==> config.mk <==
export PLATFORM = sky130hd
export DESIGN_NAME = bb3_window
export DESIGN_NICKNAME = d
export VERILOG_FILES = /design/src/design/bb3_pkg.sv /design/src/design/bb3_window.sv
export SDC_FILE = /design/constraint.sdc
export NUM_CORES = 1
export LEC_CHECK = 0
export BUFFER_PORTS_ARGS = -buffer_cell sky130_fd_sc_hd__buf_2
export CORE_ASPECT_RATIO = 1.5
export CORE_MARGIN = 2
export CORE_UTILIZATION = 34
export DETAILED_ROUTE_END_ITERATION = 10
export GPL_TIMING_DRIVEN = 0
export MAX_ROUTING_LAYER = met4
export PLACE_DENSITY = 0.58
export SETUP_SLACK_MARGIN = 0.3
export SLEW_MARGIN = 30
export SYNTH_ARGS = -nofsm -noshare
export SYNTH_HDL_FRONTEND = slang
export SYNTH_SLANG_ARGS = --single-unit
==> constraint.sdc <==
create_clock -name clk_i -period 9 [get_ports clk_i]
set_input_delay 0.45 -clock clk_i [delete_from_list [all_inputs] [get_ports clk_i]]
set_output_delay 0.45 -clock clk_i [all_outputs]
set_load 0.02 [all_outputs]
==> src/design/bb3_pkg.sv <==
`timescale 1ns / 1ps
`default_nettype none
// ----------------------------------------------------------------------------
// bb3_pkg
// shared types, widths and helpers of the 3x3 rgb box blur
// ----------------------------------------------------------------------------
package bb3_pkg;

  localparam int MAX_WIDTH  = 1024;
  localparam int COL_W      = $clog2(MAX_WIDTH);
  localparam int ROW_W      = 12;
  localparam int RCNT_W     = ROW_W + 1;
  localparam int FW_W       = 11;
  localparam int FH_W       = 12;
  localparam int CNT_W      = 22;
  localparam int SUM_W      = 12;
  localparam int CFG_IDX_W  = 1;
  localparam int CFG_DATA_W = 12;

  localparam logic [FW_W-1:0]  FW_RESET    = FW_W'(800);
  localparam logic [FH_W-1:0]  FH_RESET    = FH_W'(600);
  localparam logic [CNT_W-1:0] TOTAL_RESET = CNT_W'(800 * 600);

  // floor(x / 9) for x below 2^SUM_W as (x * 7282) >> 16
  localparam int DIV9_MUL_W = 13;
  localparam logic [DIV9_MUL_W-1:0] DIV9_MUL = DIV9_MUL_W'(7282);
  localparam int DIV9_SHIFT = 16;

  typedef enum logic [CFG_IDX_W-1:0] {
    REG_FRAME_WIDTH  = 1'b0,
    REG_FRAME_HEIGHT = 1'b1
  } cfg_reg_e;

  typedef enum logic {
    OP_PIXEL = 1'b0,
    OP_FLUSH = 1'b1
  } op_e;

  typedef struct packed {
    logic [7:0] red;
    logic [7:0] green;
    logic [7:0] blue;
  } rgb_t;

  // control of one beat between the counters and the window
  typedef struct packed {
    logic             has_out;
    logic             use_old;
    logic [2:0]       row_mask;
    logic [2:0]       col_mask;
    logic [ROW_W-1:0] row;
    logic [COL_W-1:0] col;
    logic             done;
    rgb_t             pix;
  } s1_t;

  // window sums waiting for the divide
  typedef struct packed {
    logic [SUM_W-1:0] red;
    logic [SUM_W-1:0] green;
    logic [SUM_W-1:0] blue;
    logic [ROW_W-1:0] row;
    logic [COL_W-1:0] col;
    logic             done;
  } s2_t;

  function automatic logic [7:0] div9(input logic [SUM_W-1:0] s);
    logic [SUM_W+DIV9_MUL_W-1:0] p;
    p = (SUM_W+DIV9_MUL_W)'(s) * (SUM_W+DIV9_MUL_W)'(DIV9_MUL);
    return p[DIV9_SHIFT +: 8];
  endfunction

endpackage
`default_nettype wire

==> src/design/bb3_window.sv <==
`timescale 1ns / 1ps
`default_nettype none
// ----------------------------------------------------------------------------
// bb3_window
// 3x3 window registers and masked per-channel window sums
// ----------------------------------------------------------------------------
module bb3_window import bb3_pkg::*; (
  input  logic clk_i,
  input  logic rst_ni,
  input  logic clear_i,
  input  logic s1_adv_i,
  input  logic s2_adv_i,
  input  s1_t  s1_i,
  input  rgb_t top_i,
  input  rgb_t mid_i,
  output logic s2_valid_o,
  output s2_t  s2_o
);

  rgb_t             win_q   [3][3];
  rgb_t             shifted [3][3];
  rgb_t             pick    [3][3];
  rgb_t             ncol    [3];
  logic [SUM_W-1:0] sum_r, sum_g, sum_b;
  logic             s2_valid_q;
  s2_t              s2_q;

  always_comb begin
    ncol[0] = top_i;
    ncol[1] = mid_i;
    ncol[2] = s1_i.pix;
    for (int r = 0; r < 3; r++) begin
      shifted[r][0] = win_q[r][1];
      shifted[r][1] = win_q[r][2];
      shifted[r][2] = ncol[r];
    end
    sum_r = '0;
    sum_g = '0;
    sum_b = '0;
    for (int r = 0; r < 3; r++) begin
      for (int c = 0; c < 3; c++) begin
        // right-edge output of the row above sums the window before the shift
        pick[r][c] = s1_i.use_old ? win_q[r][c] : shifted[r][c];
        if (s1_i.row_mask[r] && s1_i.col_mask[c]) begin
          sum_r = sum_r + SUM_W'(pick[r][c].red);
          sum_g = sum_g + SUM_W'(pick[r][c].green);
          sum_b = sum_b + SUM_W'(pick[r][c].blue);
        end
      end
    end
  end

  always_ff @(posedge clk_i or negedge rst_ni) begin
    if (!rst_ni) begin
      for (int r = 0; r < 3; r++) begin
        for (int c = 0; c < 3; c++) begin
          win_q[r][c] <= '0;
        end
      end
      s2_valid_q <= 1'b0;
    end else begin
      for (int r = 0; r < 3; r++) begin
        for (int c = 0; c < 3; c++) begin
          if (clear_i || (s1_adv_i && s1_i.done)) begin
            win_q[r][c] <= '0;
          end else if (s1_adv_i) begin
            win_q[r][c] <= shifted[r][c];
          end
        end
      end
      if (s1_adv_i) begin
        s2_valid_q <= s1_i.has_out;
      end else if (s2_adv_i) begin
        s2_valid_q <= 1'b0;
      end
    end
  end

  always_ff @(posedge clk_i) begin
    if (s1_adv_i) begin
      s2_q.red   <= sum_r;
      s2_q.green <= sum_g;
      s2_q.blue  <= sum_b;
      s2_q.row   <= s1_i.row;
      s2_q.col   <= s1_i.col;
      s2_q.done  <= s1_i.done;
    end
  end

  assign s2_valid_o = s2_valid_q;
  assign s2_o       = s2_q;

endmodule
`default_nettype wire

# After elaboration in Yosys (flattened, before gate mapping)
# Cells that the tools add are included.
word_totals:
  reg_bits: 276
  inputBits: 108
  word_cells: 127
  output_inout_bits: 60
op_classes:
  addsub: 24
  reduce_logical: 13
  mux: 56
op_table:
  columns: ["cell", "count"]
  rows:
  - ["2-to-1 mux 24 bit", 27]
  - ["adder 12 x 8 -> 12 bit", 24]
  - ["2-to-1 mux 12 bit", 24]
  - ["2-to-1 mux 8 bit", 3]
  - ["logical AND 1 bit", 10]
  - ["nonzero test 2 bit", 2]
  - ["2-to-1 mux 1 bit", 2]
  - ["logical OR 1 bit", 1]

# Depth between registers and ports, before layout
# Gate-level depths: netlist of the first run.
depth:
  depth_word: 18
  mapped_depth: 58
  mapped_depth_nobuf: 54

# Least setup slack after synthesis of the first run
# Ideal clock, no wire load.
synth_timing:
  path_kind: "input to register"
  from: "input s1_i[53] in the netlist's numbering"
  to: "register s2_q, in the netlist s2_o[34], data pin"
  n_path_buf: 5
  setup_time_ps: 264
  t_required_ps: 8736
  path_stages: 53
  arrival_time_ps: 10629
  path_slack_ps: -1893
  cell_sequence: "clkbuf_1 -> buf_2 -> buf_2 -> clkbuf_1 -> clkbuf_1 -> mux2_2 -> ha_1 -> fa_1 -> mux2_2 -> ha_1 -> a21o_1 -> a21oi_1 -> xnor2_1 -> o21ai_0 -> ha_1 -> o21ai_0 -> nor2_1 -> o21ai_0 -> (+17 left out) -> a21o_1 -> a21oi_1 -> xor2_1 -> nor2_1 -> a211o_1 -> ha_1 -> xnor2_1 -> mux2_2 -> ha_1 -> nand2_1 -> a21oi_1 -> a41oi_1 -> nor4_1 -> a2111oi_0 -> nand2_1 -> o22ai_1 -> a211oi_2 -> xor2_1"
synth_via:
  elab_chain_cells: 18
  elab_cells_between_ends: 26
  classes_between: "8 x add/sub; 18 x mux"
synth_lines:
  columns: ["item", "line_no", "source"]
  rows:
  - ["start, declared", "bb3_window.sv:13", "input s1_t s1_i,"]
  - ["2-to-1 mux 24 bit", "bb3_window.sv:43", "pick[r][c] = s1_i.use_old ? win_q[r][c] : shifted[r][c];"]
  - ["2-to-1 mux 8 bit", "bb3_window.sv:44", "if (s1_i.row_mask[r] && s1_i.col_mask[c]) begin"]
  - ["adder 12 x 8 -> 12 bit", "bb3_window.sv:47", "sum_b = sum_b + SUM_W'(pick[r][c].blue);"]
  - ["2-to-1 mux 12 bit", "bb3_window.sv:44", null]
  - ["adder 12 x 8 -> 12 bit", "bb3_window.sv:47", null]
  - ["2-to-1 mux 12 bit", "bb3_window.sv:44", null]
  - ["adder 12 x 8 -> 12 bit", "bb3_window.sv:47", null]
  - ["2-to-1 mux 12 bit", "bb3_window.sv:44", null]
  - ["(+3 left out)", null, null]
  - ["2-to-1 mux 12 bit", "bb3_window.sv:44", null]
  - ["adder 12 x 8 -> 12 bit", "bb3_window.sv:47", null]
  - ["2-to-1 mux 12 bit", "bb3_window.sv:44", null]
  - ["adder 12 x 8 -> 12 bit", "bb3_window.sv:47", null]
  - ["2-to-1 mux 12 bit", "bb3_window.sv:44", null]
  - ["adder 12 x 8 -> 12 bit", "bb3_window.sv:47", null]
  - ["2-to-1 mux 12 bit *", "bb3_window.sv:44", null]
  - ["named net sum_b[11]", "bb3_window.sv:24", "logic [SUM_W-1:0] sum_r, sum_g, sum_b;"]
  - ["end, declared", "bb3_window.sv:26", "s2_t s2_q;"]
# Mark *: on every way through the listed nets, which the timed path passes. The rest lies on a longest branch.
# A chain may end at the register's enable or synchronous reset.

# Final worst setup path of the first run
# Same ends and word-level chain as after synthesis.

==> results.py, run 1 <==
metrics = {
    "run_status": {
        "status": "finished, violations left",
        "violations": "negative setup slack",
    },
    "worst_setup_path": {
        "cp.arrival_ns": 9.64,
        "r2r_cells": 48,
        "r2r_slack_ns": -0.14,
        "cp.required_ns": 9.36,
        "path_class": "input pin to flip-flop",
        "worst_setup_path_start_kind": "input pin",
        "r2r_end": "s2_o[34]$_DFFE_PP_",
        "cpPeakStageDelay_ns": 0.40,
        "path_max_fanout": 6,
        "cp-end-kind": "flip-flop",
        "r2r_start": "shifted[168]$_DFFE_PN0P_",
        "critPathSlowestCell": "fa_2",
        "worst_path_most_repeated_cell": "ha_4",
    },
    "power": {
        "internal-power_mw": 2.68,
        "power_mw": 4.01,
        "sw_frac_of_total_pct": 33.1,
        "p_leak_nw": 14.3,
        "powerDensity_nw_per_um2": 128,
        "comb_power_share_pct": 32.6,
        "p_switching_mw": 1.33,
        "clockPowerShare_pct": 33.1,
        "seqPwrFrac_pct": 34.3,
        "vdd_drop_max_uv": 155,
    },
    "global_route": {
        "grt_pass1_vias": 21262,
        "grt_usage_pct": 21.8,
        "gr-total-overflow": 0,
        "antenna_found_initial": 5,
        "grt_pass1_wl_microns": 121000,
        "grt_max_degree": 78,
    },
    "floorplanning": {
        "rows": 119,
        "die_h_microns": 331,
        "die_x_microns": 222,
        "start_util_pct": 34.4,
        "io_pins": 168,
        "die-area_sq_um": 73400,
        "core_sq_um": 70400,
    },
    "yosys": {
        "ys_ff_latch": 276,
        "synthTopCellsByCount": "400 x nor2_1, 270 x mux2i_1, 226 x mux2_2, 217 x dfrtp_1, 192 x ha_1",
        "synth_top_area_share_pct": 22.4,
        "ys_types": 83,
        "ys_warn_count": 0,
        "ys.flop_type": "dfrtp_1",
        "async_reset_ff_share_pct": 78.6,
        "synth.avg_cell_area_sq_um": 9.18,
        "synth_seq_area_share_pct": 29.7,
        "synth_area_leader_cell": "dfrtp_1",
        "yosysMostFrequentCell": "nor2_1",
        "syn-cell-area_sq_um": 24200,
        "synth.area.top_cells": "dfrtp_1 22%, mux2i_1 11%, mux2_2 11%, ha_1 9.9%, edfxtp_1 7.3%",
        "synth-edff-count": 59,
        "synthesis.instances": 2638,
        "synth.net_count": 2962,
    },
    "placement": {
        "place_congestion": 0.901,
        "portBuffers": 165,
        "place_ws_ns": -1.95,
        "post-dp-hpwl_microns": 59800,
    },
    "cts": {
        "cts.sinks": 276,
        "cts_tree": "yes",
        "clkTransAtPathRegs_ns": 0.07,
        "cts-root-buf": "clkbuf_16",
        "cts_buffers": 31,
        "cts_buffer_depth": 3,
        "insertion_delay_ns": 0.63,
        "h-tree-depth": 1,
    },
    "timing": {
        "worst_pin_slew_ns": 1.04,
        "min_period_ns": 9.27,
        "maxSlewHeadroom_pct": 30.4,
        "rsz0062_at_grt": "yes",
        "drv_slew": 0,
        "finalCritPeriodShare_pct": 103,
        "max_clock_freq_mhz": 108,
        "setup-violations-final": 5,
        "finClkSkew_ns": 0.0132,
        "worst_slack_ns": -0.272,
        "final-hold-violation-count": 0,
    },
    "cells_and_area": {
        "drive_gt1_share_pct": 32.7,
        "fin_nets": 3358,
        "nFillCells": 6800,
        "syn2layout_area_growth_pct": 29.6,
    },
    "drt": {
        "drc_errors": 0,
        "dr.pass1.iters": 8,
        "vias": 21041,
        "drt-total-wl_microns": 79600,
        "postRouteAntennaNets": 0,
        "first_iter_violations": 984,
        "vias_per_cell": 5.30,
        "wire_per_inst_microns": 20.1,
    },
    "min_path": {
        "hold_path_end": "s2_o[0]$_DFFE_PP_",
        "min_from": "s1_i[24]",
        "hp-class": "input pin to flip-flop",
        "whs_path_depth": 1,
    },
    "run": {
        "maxCapViolations": 0,
    },
}
## critical path, delay by kind of cell
family / cells / cell delay (ns)
fa+ha+maj: 8 / 2.11
compound gates: 16 / 2.40
simple gates: 9 / 1.23
xor+xnor: 5 / 0.64
mux: 4 / 1.20
buf+inv: 11 / 1.56
## flip-flops by register name, summed over array words and instances (netlist names)
register and count:
shifted 144, s2_valid_o 1, win_q 72, s2_o 59
## per-layer routing
layer | global-route usage [%] | share of wire, % | wire [microns] | up-vias
li1 | - | - | - | 10216
met1 | 23.9 | 40 | 31700 | 10182
met2 | 39.2 | 51 | 40500 | 450
met3 | 2.20 | 3.4 | 2720 | 193
met4 | 11.7 | 5.8 | 4650 | 0
met5 | - | 0 | 0 | -
## how the worst max path moves through the flow
stage / startpoint / endpoint / slack, ns / cells after the start
detailed placement: s1_i[53] / s2_o[34]$_DFFE_PP_ / -1.95 / 52
global placement: s1_i[53] / s2_o[34]$_DFFE_PP_ / -1.94 / 51
global route: s1_i[53] / s2_o[34]$_DFFE_PP_ / -0.66 / 53
floorplan: s1_i[53] / s2_o[34]$_DFFE_PP_ / -0.36 / 51
CTS: s1_i[53] / s2_o[34]$_DFFE_PP_ / -0.19 / 53
finish: s1_i[53] / s2_o[34]$_DFFE_PP_ / -0.27 / 53
## timing repair
item | 4_1_cts | 5_1_grt
gates resized for setup | 281 | 138
hold buffers | 23 | 0
endpoints found under the setup margin | 24 | 17
setup buffers | 128 | 43
pin swaps | 128 | 90
hold endpoints to repair | 101 | 0
## metrics by stage
step           area (sq um)  hold slack [ns]  TNS [ns]  std cells  utilization (%)
2_1_floorplan         24700            0.154     -1.46       2638                -
3_3_place_gp          26600            0.476    -29.73       3710             37.8
5_1_grt               31400           0.0211     -3.67       3970             44.5
4_1_cts               30300         0.000431    -0.449       3923             43.0
6_report              31400           0.0247    -0.778       3970             44.5
3_5_place_dp          26800            0.240    -30.47       3714             38.0
## power by group through the flow
stage,registers (mW),clock network (mW),logic (mW)
global placement,1.40,0,1.00
floorplan,1.43,0,0.682
finish,1.37,1.33,1.31
CTS,1.37,1.36,1.20
detailed placement,1.40,0,1.02
global route,1.38,1.40,1.42
## layout make-up
cell class	count	area, sq um	area share, %
tap	907	1130	3.62
inverter	133	499	1.59
clock buffer	44	876	2.79
antenna	4	10.0	0.0319
sequential	276	7200	23.0
buffer	118	657	2.09
multi-input combinational	2111	18400	58.6
timing repair buffer	363	2480	7.90
clock inverter	14	140	0.447
## cell usage in the layout, fill, tap and decap left out, types with 34 or more instances in the layout
cell type / count
a21o_1: 51
dfrtp_1: 217
buf_2: 174
xnor2_1: 80
ha_1: 118
o21ai_0: 73
mux2i_1: 265
ha_4: 70
o21a_1: 38
o21ai_2: 34
a21oi_2: 69
nand2_1: 115
edfxtp_1: 59
clkbuf_1: 86
clkbuf_16: 37
buf_4: 168
nor2_1: 385
inv_1: 123
xor2_1: 35
a21oi_1: 88
mux2_2: 216
## cells by family after synthesis
group,Yosys count,share of synthesized area [%]
xor+xnor,127,4.86
compound gates,583,15.6
buf+inv,251,3.93
mux,496,21.7
fa+ha+maj,219,12.0
flops,276,29.7
simple gates,686,12.2
(Power assumes the default switching activity.)
==> inputs of run 2 (changes only) <==
--- a/config.mk
+++ b/config.mk
@@ -8,11 +8,11 @@
 export BUFFER_PORTS_ARGS = -buffer_cell sky130_fd_sc_hd__buf_2
 export CORE_ASPECT_RATIO = 1.5
 export CORE_MARGIN = 2
-export CORE_UTILIZATION = 34
+export CORE_UTILIZATION = 60
 export DETAILED_ROUTE_END_ITERATION = 10
 export GPL_TIMING_DRIVEN = 0
 export MAX_ROUTING_LAYER = met4
-export PLACE_DENSITY = 0.58
+export PLACE_DENSITY = 0.85
 export SETUP_SLACK_MARGIN = 0.3
 export SLEW_MARGIN = 30
 export SYNTH_ARGS = -nofsm -noshare
==> constraint.sdc (replaced) <==
create_clock -name clk_i -period 11.4 [get_ports clk_i]
set_input_delay 0.57 -clock clk_i [delete_from_list [all_inputs] [get_ports clk_i]]
set_output_delay 0.57 -clock clk_i [all_outputs]
set_load 0.02 [all_outputs]
==> results.py, run 2 (synthesis results as in run 1) <==
metrics = {
    "power": {
        "powerDensity_nw_per_um2": 109,
        "p_leak_nw": 13.2,
        "vdd_drop_max_uv": 128,
    },
    "global_route": {
        "grt_pass1_wl_microns": 113000,
        "gr-total-overflow": 0,
        "grtUsageMet2_pct": 59.4,
        "grt_busiest_layer": "met2",
        "grt_max_degree": 86,
        "antenna_found_initial": 1,
        "grt_usage_pct": 35.1,
        "use_met3_pct": 4.85,
        "met1_usage_pct": 34.8,
        "grt_pass1_vias": 22062,
    },
    "timing": {
        "drv_slew": 0,
        "final-hold-violation-count": 0,
        "finalCritPeriodShare_pct": 94.3,
        "finClkSkew_ns": 0.0111,
        "maxSlewHeadroom_pct": 35.9,
        "rsz0062_at_grt": "no",
        "setup-violations-final": 0,
        "final.setup.tns_ns": 0,
        "max_clock_freq_mhz": 93.0,
        "min_period_ns": 10.75,
        "worst_slack_ns": 0.645,
        "worst_pin_slew_ns": 0.962,
    },
    "run_status": {
        "status": "completed",
    },
    "worst_setup_path": {
        "cp.required_ns": 11.72,
        "cp_num_buf_inv": 6,
        "r2r_start": "shifted[200]$_DFFE_PN0P_",
        "worst_setup_path_start_kind": "input pin",
        "path_max_fanout": 10,
        "r2r_end": "s2_o[46]$_DFFE_PP_",
        "cpPeakStageDelay_ns": 0.46,
        "r2r_cells": 47,
        "crit_family": "compound AO/OA/AOI/OAI gates",
        "worst_path_most_repeated_cell": "ha_1",
        "path_class": "input pin to flip-flop",
        "r2r_slack_ns": 1.24,
        "cp.arrival_ns": 11.07,
        "critPathSlowestCell": "fa_1",
        "cp-end-kind": "flip-flop",
    },
    "drt": {
        "drc_errors": 0,
        "postRouteAntennaNets": 0,
        "vias": 21335,
        "first_iter_violations": 1387,
        "wire_per_inst_microns": 21.4,
        "vias_per_cell": 6.32,
        "drt-total-wl_microns": 72200,
        "dr.pass1.iters": 6,
    },
    "placement": {
        "placed_area_sq_um": 25800,
        "placedCellCount": 3312,
        "place_congestion": 0.971,
        "post-dp-hpwl_microns": 56000,
        "place_ws_ns": -2.39,
        "portBuffers": 165,
    },
    "min_path": {
        "min_from": "s1_i[44]",
        "whs_path_depth": 1,
        "hold_path_end": "s2_o[20]$_DFFE_PP_",
        "hp-class": "input pin to flip-flop",
    },
    "floorplanning": {
        "io_pins": 168,
        "die-area_sq_um": 42000,
        "rows": 90,
        "die_h_microns": 250,
        "die_x_microns": 168,
        "core_sq_um": 40000,
        "start_util_pct": 60.6,
    },
    "cells_and_area": {
        "drive_gt1_share_pct": 18.4,
        "instances_no_fill": 3378,
        "final_area_sq_um": 27000,
        "finalCoreUtilization_pct": 67.7,
        "nFillCells": 3038,
        "final_cell_mix": "399 x nor2_1, 270 x mux2i_1, 226 x mux2_2",
        "layout_commonest_cell": "nor2_1",
        "syn2layout_area_growth_pct": 11.7,
        "fin_nets": 3171,
        "largest_reg_flops": 144,
    },
    "cts": {
        "insertion_delay_ns": 0.61,
        "cts-root-buf": "clkbuf_16",
        "cts_buffer_depth": 3,
        "cts_tree": "yes",
        "cts_buffers": 30,
        "clkTransAtPathRegs_ns": 0.07,
        "h-tree-depth": 1,
        "cts.sinks": 276,
    },
    "run": {
        "maxCapViolations": 0,
    },
}
run 2: cell count changes in the layout (fill, tap and decap cells not counted), moves of 42 or more:
cell	before	now
ha_1	118	191
ha_4	70	0
buf_4	168	11
a21oi_1	88	155
o21ai_0	73	115
a21oi_2	69	11
run 2: cell type report:
| type | count | area (sq um) | share of cell area, % |
|---|---|---|---|
| Antenna cell | 1 | 2.50 | 0.00925 |
| Buffer | 118 | 534 | 1.98 |
| Clock buffer | 39 | 857 | 3.17 |
| Clock inverter | 17 | 180 | 0.666 |
| Inverter | 133 | 499 | 1.85 |
| Multi-Input combinational cell | 2111 | 16200 | 59.7 |
| Sequential cell | 276 | 7200 | 26.6 |
| Tap cell | 506 | 633 | 2.34 |
| Timing Repair Buffer | 177 | 991 | 3.66 |
run 2: metal layers:
metal | wire, microns | vias up
met3 | 4170 | 413
met2 | 35000 | 930
met1 | 25300 | 10169
li1 | - | 9823
met5 | 0 | -
met4 | 7730 | 0
run 2: how the worst max path moves through the flow:
stage | cells after the start | start | to
floorplan | 53 | s1_i[53] | s2_o[34]$_DFFE_PP_
global placement | 54 | s1_i[53] | s2_o[34]$_DFFE_PP_
detailed placement | 54 | s1_i[53] | s2_o[34]$_DFFE_PP_
CTS | 54 | s1_i[53] | s2_o[34]$_DFFE_PP_
global route | 54 | s1_i[53] | s2_o[34]$_DFFE_PP_
finish | 51 | s1_i[53] | s2_o[46]$_DFFE_PP_
run 2: stage by stage:
stage	hold slack, ns	power (mW)
2_1_floorplan	0.274	1.64
3_3_place_gp	0.473	1.83
3_5_place_dp	0.416	1.87
4_1_cts	0.127	2.92
5_1_grt	0.135	3.05
6_report	0.144	2.94
run 2: repair_timing:
action,CTS,global route
gates resized for setup,20,53
cloned,0,0
endpoints found under the setup margin,21,11
hold buffers,1,0
pin swaps,0,8
buffers inserted,1,7
hold endpoints to repair,20,0
run 2: power by group:
part	total [mW]	internal (mW)	switching, mW
clock network	1.05	0.600	0.451
registers	1.09	1.06	0.0269
logic	0.799	0.325	0.474
total	2.94	1.98	0.952
